**src/design/iohist_pkg.sv**
```systemverilog
package iohist_pkg;

  // Default geometry and count width
  localparam int unsigned WIDTH_DEF      = 256;
  localparam int unsigned HEIGHT_DEF     = 128;
  localparam int unsigned COUNT_BITS_DEF = 16;

  // Beat field widths
  localparam int unsigned ACTION_W = 2;
  localparam int unsigned COL_W    = 8;
  localparam int unsigned ROW_W    = 7;
  localparam int unsigned VALUE_W  = 16;

  // Q4.28 orbit format
  localparam int unsigned Q_W    = 32;
  localparam int unsigned Q_FRAC = 28;
  localparam longint      Q_MAX  = 64'sh0000_0000_7fff_ffff;
  localparam longint      Q_MIN  = -Q_MAX - 64'sd1;

  // APB register file: one word per register
  localparam int unsigned APB_DATA_W = 32;
  localparam int unsigned APB_ADDR_W = 3;
  localparam logic [APB_ADDR_W-3:0] REG_VIEW_MODE = '0;

  typedef enum logic [ACTION_W-1:0] {
    ACT_ROLLOVER = 2'd0,
    ACT_ITERATE  = 2'd1,
    ACT_READ     = 2'd2
  } action_e;

  typedef struct packed {
    logic [ACTION_W-1:0] action;
    logic [COL_W-1:0]    col;
    logic [ROW_W-1:0]    row;
  } iohist_in_t;

  typedef struct packed {
    logic [VALUE_W-1:0] pixel_value;
    logic               hit_landed;
  } iohist_out_t;

  // Datapath step issued by the controller, one per cycle
  typedef enum logic [3:0] {
    OP_NOP,
    OP_CLEAR,
    OP_LOAD,
    OP_READ_OWN,
    OP_ROLL,
    OP_VIEW,
    OP_MUL,
    OP_SUM,
    OP_SQ,
    OP_LAND,
    OP_HIT_READ,
    OP_HIT_WRITE
  } dp_op_e;

  typedef struct packed {
    dp_op_e op;
    logic   push;
  } dp_cmd_t;

  typedef struct packed {
    logic                clr_last;
    logic                in_grid;
    logic [ACTION_W-1:0] action;
  } dp_sts_t;

endpackage

```
**src/design/iohist_ctrl.sv**
```systemverilog
module iohist_ctrl import iohist_pkg::*; (
  input  logic    clk_i,
  input  logic    rst_ni,
  input  logic    in_valid_i,
  output logic    in_ready_o,
  output logic    out_valid_o,
  input  logic    out_ready_i,
  input  dp_sts_t sts_i,
  output dp_cmd_t cmd_o
);

  typedef enum logic [3:0] {
    S_CLEAR,
    S_IDLE,
    S_READ,
    S_ROLL,
    S_VIEW,
    S_MUL,
    S_SUM,
    S_SQ,
    S_LAND,
    S_HRD,
    S_HWR,
    S_DONE
  } state_e;

  state_e state_q, state_d;
  logic   out_valid_q, out_valid_d;
  logic   accept;
  logic   push;

  assign accept = in_valid_i && (state_q == S_IDLE);
  assign push   = (state_q == S_DONE) && (!out_valid_q || out_ready_i);

  always_comb begin
    state_d      = state_q;
    cmd_o.op     = OP_NOP;
    cmd_o.push   = push;
    unique case (state_q)
      S_CLEAR: begin
        cmd_o.op = OP_CLEAR;
        if (sts_i.clr_last) state_d = S_IDLE;
      end
      S_IDLE: begin
        if (accept) begin
          cmd_o.op = OP_LOAD;
          state_d  = S_READ;
        end
      end
      S_READ: begin
        cmd_o.op = OP_READ_OWN;
        if (!sts_i.in_grid) begin
          state_d = S_DONE;
        end else begin
          unique case (action_e'(sts_i.action))
            ACT_ROLLOVER: state_d = S_ROLL;
            ACT_ITERATE:  state_d = S_MUL;
            ACT_READ:     state_d = S_VIEW;
            default:      state_d = S_DONE;
          endcase
        end
      end
      S_ROLL: begin
        cmd_o.op = OP_ROLL;
        state_d  = S_DONE;
      end
      S_VIEW: begin
        cmd_o.op = OP_VIEW;
        state_d  = S_DONE;
      end
      S_MUL: begin
        cmd_o.op = OP_MUL;
        state_d  = S_SUM;
      end
      S_SUM: begin
        cmd_o.op = OP_SUM;
        state_d  = S_SQ;
      end
      S_SQ: begin
        cmd_o.op = OP_SQ;
        state_d  = S_LAND;
      end
      S_LAND: begin
        cmd_o.op = OP_LAND;
        state_d  = S_HRD;
      end
      S_HRD: begin
        cmd_o.op = OP_HIT_READ;
        state_d  = S_HWR;
      end
      S_HWR: begin
        cmd_o.op = OP_HIT_WRITE;
        state_d  = S_DONE;
      end
      S_DONE: begin
        if (push) state_d = S_IDLE;
      end
      default: state_d = S_IDLE;
    endcase
  end

  always_comb begin
    if (push) begin
      out_valid_d = 1'b1;
    end else if (out_ready_i) begin
      out_valid_d = 1'b0;
    end else begin
      out_valid_d = out_valid_q;
    end
  end

  always_ff @(posedge clk_i or negedge rst_ni) begin
    if (!rst_ni) begin
      state_q     <= S_CLEAR;
      out_valid_q <= 1'b0;
    end else begin
      state_q     <= state_d;
      out_valid_q <= out_valid_d;
    end
  end

  assign in_ready_o  = (state_q == S_IDLE);
  assign out_valid_o = out_valid_q;

endmodule

```
**config.mk**
```make
export PLATFORM = sky130hd
export DESIGN_NAME = iohist_ctrl
export DESIGN_NICKNAME = d
export VERILOG_FILES = /design/src/design/iohist_pkg.sv /design/src/design/iohist_ctrl.sv
export SDC_FILE = /design/constraint.sdc
export NUM_CORES = 1
export LEC_CHECK = 0
export ABC_AREA = 1
export BUFFER_PORTS_ARGS = -buffer_cell sky130_fd_sc_hd__buf_2
export CORE_AREA = 3 3 40 42
export CTS_BUF_LIST = sky130_fd_sc_hd__clkbuf_8 sky130_fd_sc_hd__clkbuf_16
export CTS_CLUSTER_DIAMETER = 150
export DETAILED_ROUTE_END_ITERATION = 8
export DIE_AREA = 0 0 43 45
export PLACE_DENSITY_LB_ADDON = 0.05
export RECOVER_POWER = 100
export REMOVE_ABC_BUFFERS = 1
export SETUP_SLACK_MARGIN = 0.1
export SLEW_MARGIN = 40
export SYNTH_ARGS = -nofsm -noshare
export SYNTH_HDL_FRONTEND = slang
export SYNTH_SLANG_ARGS = --single-unit
```
**constraint.sdc**
```tcl
create_clock -name clk_i -period 1.2 [get_ports clk_i]
set_input_delay 0.06 -clock clk_i [delete_from_list [all_inputs] [get_ports clk_i]]
set_output_delay 0.06 -clock clk_i [all_outputs]
set_load 0.03 [all_outputs]
```
==> results of run 1 <==
==> layout by cell type, fill, tap and decap left out <==
cell type and n:
buf_4 14, clkbuf_8 3, nor2_1 8, nor2_2 6, o21ai_0 3, dfrtp_2 4
nor2_4 4, inv_2 4, nand3_2 2, nand2_1 24, nand2_4 3, nand3_1 4
ha_1 3, inv_4 1, dlygate4sd3_1 1, buf_6 5, nand2_2 3, a21oi_2 1
clkbuf_1 2, buf_2 6, o2111ai_2 1, inv_1 11, a21oi_1 1, o21ai_1 1
dfrtp_1 1
==> layout make-up <==
class	instances	area [um2]	area share
clock buffer	3	41.3	0.0490
tap	15	18.8	0.0223
sequential	5	130	0.154
timing repair buffer	28	209	0.248
inverter	15	58.8	0.0697
multi-input combinational	64	382	0.453
clock inverter	1	3.75	0.00445
==> worst max-delay path by stage <==
stage / from / endpoint / slack (ns) / cells after the start
after global routing: state_q[2] / cmd_o[3] / -0.24 / 7
after detailed placement: state_q[0] / cmd_o[3] / -0.12 / 7
final: state_q[2] / cmd_o[3] / -0.17 / 7
after CTS: state_q[2] / cmd_o[3] / -0.14 / 6
after global placement: state_q[0] / cmd_o[3] / -0.1 / 7
after floorplan: state_q[0] / state_q[3] / -0.44 / 4
==> metal layers <==
metal | vias to the layer above | wire length (um)
met1 | 284 | 633
met5 | - | 0
met2 | 15 | 667
li1 | 319 | -
met4 | 0 | 0
met3 | 0 | 72
==> cells by family after synthesis <==
group	share of synthesized area
adders and majority gates	0.0723
DFF	0.241
and+or+nand+nor	0.467
AOI/OAI and AO/OA	0.0747
buffers and inverters	0.145
==> where the power goes <==
part	total [mW]	switching (mW)	internal [mW]
registers	0.415	0.154	0.261
clock network	0.313	0.0923	0.220
logic	1.84	1.04	0.797
total	2.56	1.29	1.28
==> state kept, by name, indices dropped and copies added (netlist names) <==
signal / flops
out_valid_o: 1
state_q: 4
==> what timing repair did <==
item / 4_1_cts / 5_1_grt
pin swaps: 11 / 7
endpoints found under the setup margin: 10 / 9
resized for setup: 22 / 15
endpoints found under the hold margin: 5 / 0
setup buffers: 6 / 2
hold buffers: 1 / 0
==> summary.txt, run 1 <==
Yosys
  • Share of the synthesized area in the top cell type: 0.241
  • Post-synth EDFFs: 0
  • Post-synth top area cell: dfrtp_1
  • Synth Cell Area: between 500 and 600 um2
  • Seq/Total Area, Yosys: 0.241
  • Synth Area per Inst: 6.04 um2
  • Fraction of registers with async set/reset: 1.00
  • Top post-synthesis cells by area: dfrtp_1, nand2_1, nor2_1, inv_1, ha_1
  • Yosys warnings: 0
  • Top-count cell post-synth: nand2_1
  • Post-synth cell types: 16
  • Post-synth top flop: dfrtp_1
  • Seq cells post-synth: 5
  • Post-synth top cells: nand2_1, nor2_1, inv_1
  • Mapped Cells: 86

Status
  • Status: complete, but fails checks
  • Failing checks: negative setup slack

Route
  • Routed len/inst: 10.5 um
  • DRC Markers: 0
  • ANT nets after route: 0
  • Pre-antenna DRT Iters: 4
  • DRT Wirelength: 1370 um
  • Via count: 618
  • Starting DRC count in detailed routing: 14
  • Routed vias/inst: ~4.7

Timing
  • Period utilization: 1.14
  • Worst hold slack: 0.0433 ns
  • Peak Freq: 0.728 GHz
  • Final Critical Period: ~1.4 ns
  • Max Slew Vio Count: 0
  • Final worst slack: -0.173 ns
  • Unrepaired setup endpoints after global routing: true
  • Slew margin rel.: 0.762
  • Slew @ Worst Pin: 0.358 ns
  • Final setup fails: 7
  • Setup Skew: 0.00788 ns
  • Setup_tns: -0.778 ns
  • Hold Fails Final Rpt: 0

Die
  • DIE WIDTH: 43 um
  • DIE HEIGHT: 45 um
  • Die ar.: 1940 um2
  • Boundary pin count: 15
  • Initial Utilization: 0.404
  • Core Region: around 1300 um2
  • Rows: 13

GRT
  • Met1 GRT Util: 0.211
  • Total GRT Usage: 0.165
  • First-pass GRT wire length: 2370 um
  • GRT overflow: 0
  • Initial antenna violation count: 0
  • M2 GR Usage: 0.275
  • Number of global-route vias before repair: 585
  • Met3 usage: 0.0518
  • Top Usage Layer GRT: met2
  • Largest net degree at the start of global routing: 8

Place
  • Placed Cells: 118
  • GPL Wtd Cong: slightly below 0.8
  • Area after DPL: 627 um2
  • Worst slack at placement: -0.117 ns
  • PortBufs: 14
  • DP Wirelength: 1020 um

Flow run
  • Max cap viols: 0

Power
  • Pwr per Cell Area: 3040 nW/um2
  • Pwr Total: 2.56 mW
  • Leak pwr: 0.468 nW
  • Peak supply drop: 1200 uV

Clocking
  • Total CTS buffers: 3
  • Htree depth: 1
  • TritonCTS clock tree: built
  • CTS clk-pin slew, worst paths: 0.04 ns
  • Clk root buf: clkbuf_8
  • Worst-Skew Late Latency: 0.23 ns
  • Clk sinks: 5
  • Longest Clk Path Bufs: 2

Cells and area
  • Fin cells: between 100 and 150
  • Fin nets: between 100 and 150
  • Layout area overhead: 62.4%
  • Layout cells sized above 1: 0.491
  • Final core occ: 0.656
  • ANT cells: 0
  • Fillers: between 100 and 150
  • Post-layout instance area: between 800 and 900 um2

Worst setup path
  • R2r worst-path depth: 9
  • Crit-path max FO: 5
  • CP delay by family, top: flip-flops
  • CP Class: flop to output port
  • R2r startpoint: state_q[0]
  • Critical path arrival: 1.31 ns
  • Critical path capture point type: output port
  • CP Buf/Inv Count: 3
  • Critical Path RT: approximately 1.1 ns
  • Slowest cell on crit path: dfrtp_2
  • Reg2Reg Setup Slack: -0.10 ns
  • CP Launch Type: flop
  • Reg2reg end: state_q[0]
  • Critical path's largest stage delay: between 0.4 and 0.5 ns
  • Crit-path cells: nand2_4, inv_2, nand2_1, nand2_2, nor2_2, inv_1, buf_6

Worst hold path
  • Hold EP: out_valid_o
  • Hold depth: 2
  • Worst min-delay path class: input port to flop
  • Hold path startpoint: out_ready_i
Note: power is estimated with default switching activity, not from simulation.
==> run 2: changes to the inputs <==
Settings changed: CORE_AREA 3 3 40 42 to 2 2 39 41, DIE_AREA 0 0 43 45 to 0 0 41 43.
==> run 2 against run 1 <==
  * The flow still finishes with violations (negative setup slack)
  * Via count is 0.49% higher
  * Die area is 8.9% lower
  * Critical path depth is 1 lower
  * Clock power is 1% lower
  * Utilization is 0.98 points lower
  * Worst setup slack worse by 0.037 ns
  * Critical endpoint is now cmd_o[2]
==> summary.txt, run 2 (synthesis results as in run 1) <==
Power
  • Pwr per Cell Area: 3070 nW/um2 (+1.2%)
  • Peak supply drop: 1390 uV (+16%)
  • Pwr Total: 2.75 mW (+7.3%)
  • Leak pwr: 0.483 nW (+3.4%)

GRT
  • First-pass GRT wire length: 2330 um (-2.0%)
  • Number of global-route vias before repair: 573 (-2.1%)
  • Largest net degree at the start of global routing: 8 (unchanged)
  • Total GRT Usage: 0.201 (+0.0361)
  • GRT overflow: 0 (unchanged)
  • Initial antenna violation count: 0 (unchanged)

Timing
  • Peak Freq: 0.709 GHz (-2.6%)
  • Setup_tns: -0.981 ns (-0.203 ns)
  • Slew margin rel.: 0.762 (about the same)
  • Slew @ Worst Pin: 0.358 ns (+0.0000967 ns)
  • Setup Skew: 0.00269 ns (-0.00519 ns)
  • Final setup fails: 8 (+1)
  • Period utilization: 1.18 (+0.0306)
  • Final Critical Period: 1.41 ns (+0.0367 ns)
  • Final worst slack: -0.210 ns (-0.0367 ns)
  • Max Slew Vio Count: 0 (unchanged)
  • Hold Fails Final Rpt: 0 (unchanged)
  • Unrepaired setup endpoints after global routing: true

Clocking
  • TritonCTS clock tree: built
  • Htree depth: 1 (unchanged)
  • Longest Clk Path Bufs: 2 (unchanged)
  • Clk sinks: 5 (unchanged)
  • Worst-Skew Late Latency: 0.22 ns (about the same)
  • Total CTS buffers: 3 (unchanged)
  • Clk root buf: clkbuf_8
  • CTS clk-pin slew, worst paths: 0.04 ns (about the same)

Worst setup path
  • CP Buf/Inv Count: 3 (unchanged)
  • Crit-path max FO: 7 (+2)
  • Critical Path RT: 1.14 ns (about the same)
  • CP delay by family, top: flip-flops
  • Crit-path cells: inv_1, nand2_2, nor2_4, inv_1, o2111ai_2, buf_6
  • CP Class: flop to output port
  • Critical path capture point type: output port
  • Critical path's largest stage delay: 0.49 ns (+0.03 ns)
  • Critical path arrival: 1.35 ns (+0.04 ns)
  • Slowest cell on crit path: dfrtp_2
  • Most frequent cell on the critical path: inv_1
  • CP Launch Type: flop

Place
  • GPL Wtd Cong: 0.790 (+0.38%)
  • DP Wirelength: 1020 um (-0.27%)
  • PortBufs: 14 (unchanged)

Cells and area
  • Layout cells sized above 1: 0.526 (+0.0345)
  • Most frequent cells in the layout: nand2_1, buf_4, inv_1, nor2_1, nor2_4
  • Layout area overhead: 72.3%
  • Register with the most flip-flops: state_q
  • ANT cells: 0 (unchanged)
  • Commonest non-fill, non-tap cell in the layout: nand2_1
  • Fin nets: 128 (unchanged)
  • Max reg flops: 4 (unchanged)

Die
  • DIE HEIGHT: 43 um (-4.4%)
  • Boundary pin count: 15 (unchanged)
  • Initial Utilization: 0.375 (-0.0289)
  • Core Region: 1380 um2 (+7.7%)
  • DIE WIDTH: 41 um (-4.7%)
  • Rows: 14 (+1)
  • Die ar.: 1760 um2 (-8.9%)

Route
  • DRC Markers: 0 (unchanged)
  • Via count: 621 (+0.49%)
  • Pre-antenna DRT Iters: 4 (unchanged)
  • ANT nets after route: 0 (unchanged)
  • Starting DRC count in detailed routing: 10 (-4)
  • Routed len/inst: 11.9 um (+13%)
  • Routed vias/inst: 4.70 (-0.28%)
  • DRT Wirelength: 1570 um (+14%)

Status
  • Status: complete, but fails checks
  • Failing checks: negative setup slack

Flow run
  • Max cap viols: 0 (unchanged)

Worst hold path
  • Worst min-delay path class: input port to flop
==> run 2: cell types whose count changed in the layout (fill, tap and decap cells not counted), moves of 2 or more <==
cell / delta
inv_1: -2
inv_2: +2
nand2_1: -2
nor2_2: -5
nor2_4: +4
==> run 2: metrics by stage <==
stage	utilization	std cells	worst slack, ns	instance area (um2)	hold WS, ns
floorplan	-	84	-0.443	500	-0.236
global placement	0.465	121	-0.0897	643	-0.124
detailed placement	0.465	121	-0.0622	643	-0.122
CTS	0.608	131	-0.151	841	0.0561
global route	0.646	132	-0.256	895	0.0871
finish	0.646	132	-0.210	895	0.0452
==> run 2: layout make-up <==
cell class | instances | area, um2
fill | 140 | 489
multi-input combinational | 64 | 428
timing repair buffer | 28 | 213
sequential | 5 | 130
inverter | 15 | 58.8
clock buffer | 3 | 41.3
tap | 16 | 20.0
clock inverter | 1 | 3.75
==> run 2: final timing paths <==
path | from | end | slack, ns | depth (start not counted)
max in group asynchronous | rst_ni | state_q[1] | 0.74 | 2
hold reg to reg | out_valid_o | out_valid_o | 0.55 | 2
setup / recovery | state_q[0] | cmd_o[2] | -0.21 | 6
setup reg to reg | state_q[1] | state_q[1] | -0.15 | 9
hold / removal | out_ready_i | out_valid_o | 0.05 | 2
min in group asynchronous | rst_ni | out_valid_o | 0.22 | 2
==> run 2: layer usage <==
layer  vias up  part of all wire  GRT usage
met5         -                 0          0
met4         0             0.017      0.140
met3         2             0.027     0.0157
met2        15              0.52      0.319
met1       287              0.43      0.240
li1        317                 -          -
==> run 2: repair_timing <==
| item | in CTS | in global routing |
|---|---|---|
| hold buffers | 1 | 0 |
| buffers inserted | 6 | 1 |
| endpoints found under the setup margin | 9 | 10 |
| pin swaps | 11 | 5 |
| gates resized for setup | 35 | 13 |
| endpoints found under the hold margin | 5 | 0 |
==> run 2: power breakdown <==
| part | internal [mW] | total (mW) | switching [mW] |
|---|---|---|---|
| registers | 0.260 | 0.450 | 0.190 |
| logic | 0.848 | 1.99 | 1.14 |
| clock network | 0.220 | 0.309 | 0.0895 |
==> run 3: changes to the inputs <==
Settings changed: REMOVE_ABC_BUFFERS 1 to unset, SKIP_LAST_GASP set to 1.
==> run 3 against run 2 <==
  * The flow still finishes with violations (negative setup slack)
  * Global-route usage is 0.22 points higher
  * Worst setup slack got worse by 0.012 ns
  * Via count grew 5.0%
  * Utilization up 2.4 points
  * Combinational power grew 8%
  * Sequential cell count unchanged
  * Sequential power decreased by 7.6%
  * Power rose by 4.4%
  * Wire length grew 3.7%
  * Sequential share of layout area down 0.66 points
  * Die area unchanged
  * Largest cell class unchanged
==> summary.txt, run 3 (synthesis results as in run 1) <==
Worst setup path
  • Crit-path cells: nor2_4, nor2_1, nand2_1, o2111ai_4, buf_6
  • Critical path's largest stage delay: 0.47 ns (-0.02 ns)
  • CP Launch Type: flop
  • Slowest cell on crit path: dfrtp_2
  • CP Buf/Inv Count: 1 (-2)
  • Reg2reg end: state_q[0]
  • R2r worst-path depth: 9 (unchanged)
  • CP delay by family, top: flip-flops
  • Critical path capture point type: output port
  • Critical path arrival: 1.36 ns (about the same)
  • Critical Path RT: 1.14 ns (about the same)
  • Reg2Reg Setup Slack: -0.16 ns (about the same)
  • R2r startpoint: state_q[0]
  • CP Class: flop to output port
  • Crit-path max FO: 5 (-2)

Route
  • Via count: 652 (+5.0%)
  • Routed len/inst: 11.8 um (-0.81%)
  • DRT Wirelength: 1630 um (+3.7%)
  • Routed vias/inst: 4.72 (+0.43%)
  • Starting DRC count in detailed routing: 16 (+6)
  • Pre-antenna DRT Iters: 4 (unchanged)
  • ANT nets after route: 0 (unchanged)
  • DRC Markers: 0 (unchanged)

Place
  • GPL Wtd Cong: 0.722 (-8.6%)
  • DP Wirelength: 1030 um (+1.6%)
  • Area after DPL: 691 um2 (+7.4%)
  • PortBufs: 14 (unchanged)

Status
  • Failing checks: negative setup slack
  • Status: complete, but fails checks

Clocking
  • Clk sinks: 5 (unchanged)
  • Total CTS buffers: 3 (unchanged)
  • TritonCTS clock tree: built
  • CTS clk-pin slew, worst paths: 0.04 ns (about the same)
  • Htree depth: 1 (unchanged)
  • Worst-Skew Late Latency: 0.22 ns (about the same)
  • Longest Clk Path Bufs: 2 (unchanged)
  • Clk root buf: clkbuf_8

Timing
  • Peak Freq: 0.703 GHz (-0.84%)
  • Hold Fails Final Rpt: 0 (unchanged)
  • Final worst slack: -0.222 ns (-0.0119 ns)
  • Slew @ Worst Pin: 0.382 ns (+0.0239 ns)
  • Final Critical Period: 1.42 ns (+0.0119 ns)
  • Unrepaired setup endpoints after global routing: true
  • Period utilization: 1.18 (+0.00989)
  • Max Slew Vio Count: 0 (unchanged)
  • Setup Skew: 0.00697 ns (+0.00429 ns)
  • Slew margin rel.: 0.746 (-0.0159)
  • Setup_tns: -1.09 ns (-0.112 ns)
  • Final setup fails: 10 (+2)

Worst hold path
  • Hold depth: 2 (unchanged)
  • Hold path startpoint: out_ready_i
  • Hold EP: out_valid_o
  • Worst min-delay path class: input port to flop

Cells and area
  • Most frequent cells in the layout: nand2_1, buf_4, inv_1, nor2_4
  • Fin nets: 134 (+4.7%)
  • Commonest non-fill, non-tap cell in the layout: nand2_1
  • Register with the most flip-flops: state_q
  • Layout cells sized above 1: 0.549 (+0.0233)
  • Max reg flops: 4 (unchanged)
  • ANT cells: 0 (unchanged)
  • Layout area overhead: 78.8%
  • Post-layout instance area: 928 um2 (+3.8%)

Die
  • Rows: 14 (unchanged)
  • Core Region: 1380 um2 (unchanged)
  • DIE WIDTH: 41 um (unchanged)
  • DIE HEIGHT: 43 um (unchanged)
  • Initial Utilization: 0.375 (unchanged)
  • Boundary pin count: 15 (unchanged)
  • Die ar.: 1760 um2 (unchanged)

Yosys
  • Net Count, Synth: 97

Flow run
  • Max cap viols: 0 (unchanged)

Power
  • Pwr Total: 2.87 mW (+4.4%)
  • Leak pwr: 0.503 nW (+4.0%)
  • Peak supply drop: 1340 uV (-3.6%)
  • Pwr per Cell Area: 3090 nW/um2 (+0.57%)

GRT
  • Number of global-route vias before repair: 573 (unchanged)
  • Initial antenna violation count: 0 (unchanged)
  • Total GRT Usage: 0.203 (+0.00223)
  • Largest net degree at the start of global routing: 8 (unchanged)
  • GRT overflow: 0 (unchanged)
  • First-pass GRT wire length: 2380 um (+2.4%)
## run 3: metal layers
metal | vias up | GRT usage | routed length [um]
li1 | 329 | - | -
met1 | 300 | 0.254 | 663
met2 | 19 | 0.331 | 876
met3 | 4 | 0.0471 | 54
met4 | 0 | 0.0600 | 32
met5 | - | 0 | 0
## run 3: metrics by stage
step | std cells | setup WS (ns) | utilization | hold slack (ns)
floorplan | 86 | -0.0107 | - | -0.236
global placement | 123 | -0.0734 | 0.499 | -0.122
detailed placement | 123 | -0.0892 | 0.499 | -0.123
CTS | 133 | -0.153 | 0.620 | 0.0517
global route | 138 | -0.273 | 0.671 | 0.0820
finish | 138 | -0.222 | 0.671 | 0.0466
## run 3: worst max-delay path by stage
stage / end / cells after the start / from / slack (ns)
2_1_floorplan: state_q[1] / 8 / state_q[1] / -0.01
3_3_place_gp: cmd_o[2] / 4 / state_q[2] / -0.07
6_report: cmd_o[2] / 5 / state_q[1] / -0.22
5_1_grt: cmd_o[2] / 5 / state_q[1] / -0.27
4_1_cts: cmd_o[2] / 5 / state_q[0] / -0.15
3_5_place_dp: cmd_o[2] / 4 / state_q[2] / -0.09
## run 3: repair_timing
item | 4_1_cts | 5_1_grt
setup buffers | 5 | 5
hold buffers | 1 | 0
resized for setup | 24 | 12
endpoints found under the hold margin | 5 | 0
endpoints found under the setup margin | 10 | 10
pin swaps | 13 | 11
## run 3: cell type report
type                       instances  area (um2)
clock buffer                       3        41.3
clock inverter                     1        3.75
fill                             124         455
inverter                          15        56.3
multi-input combinational         64         424
sequential                         5         129
tap                               16        20.0
timing repair buffer              34         254
## run 3: report_power, final
group / leakage, nW / internal (mW) / switching [mW] / total [mW]
sequential: 0.0590 / 0.257 / 0.159 / 0.416
clock: 0.0269 / 0.220 / 0.0878 / 0.308
combinational: 0.417 / 0.965 / 1.18 / 2.15
total: 0.503 / 1.44 / 1.43 / 2.87
## run 3: worst register-to-register path: cells and delay by family (launching register included)
kind                   cells  cell delay [ns]
buffers and inverters      2             0.26
and+or+nand+nor            7             0.51
DFF                        1             0.48
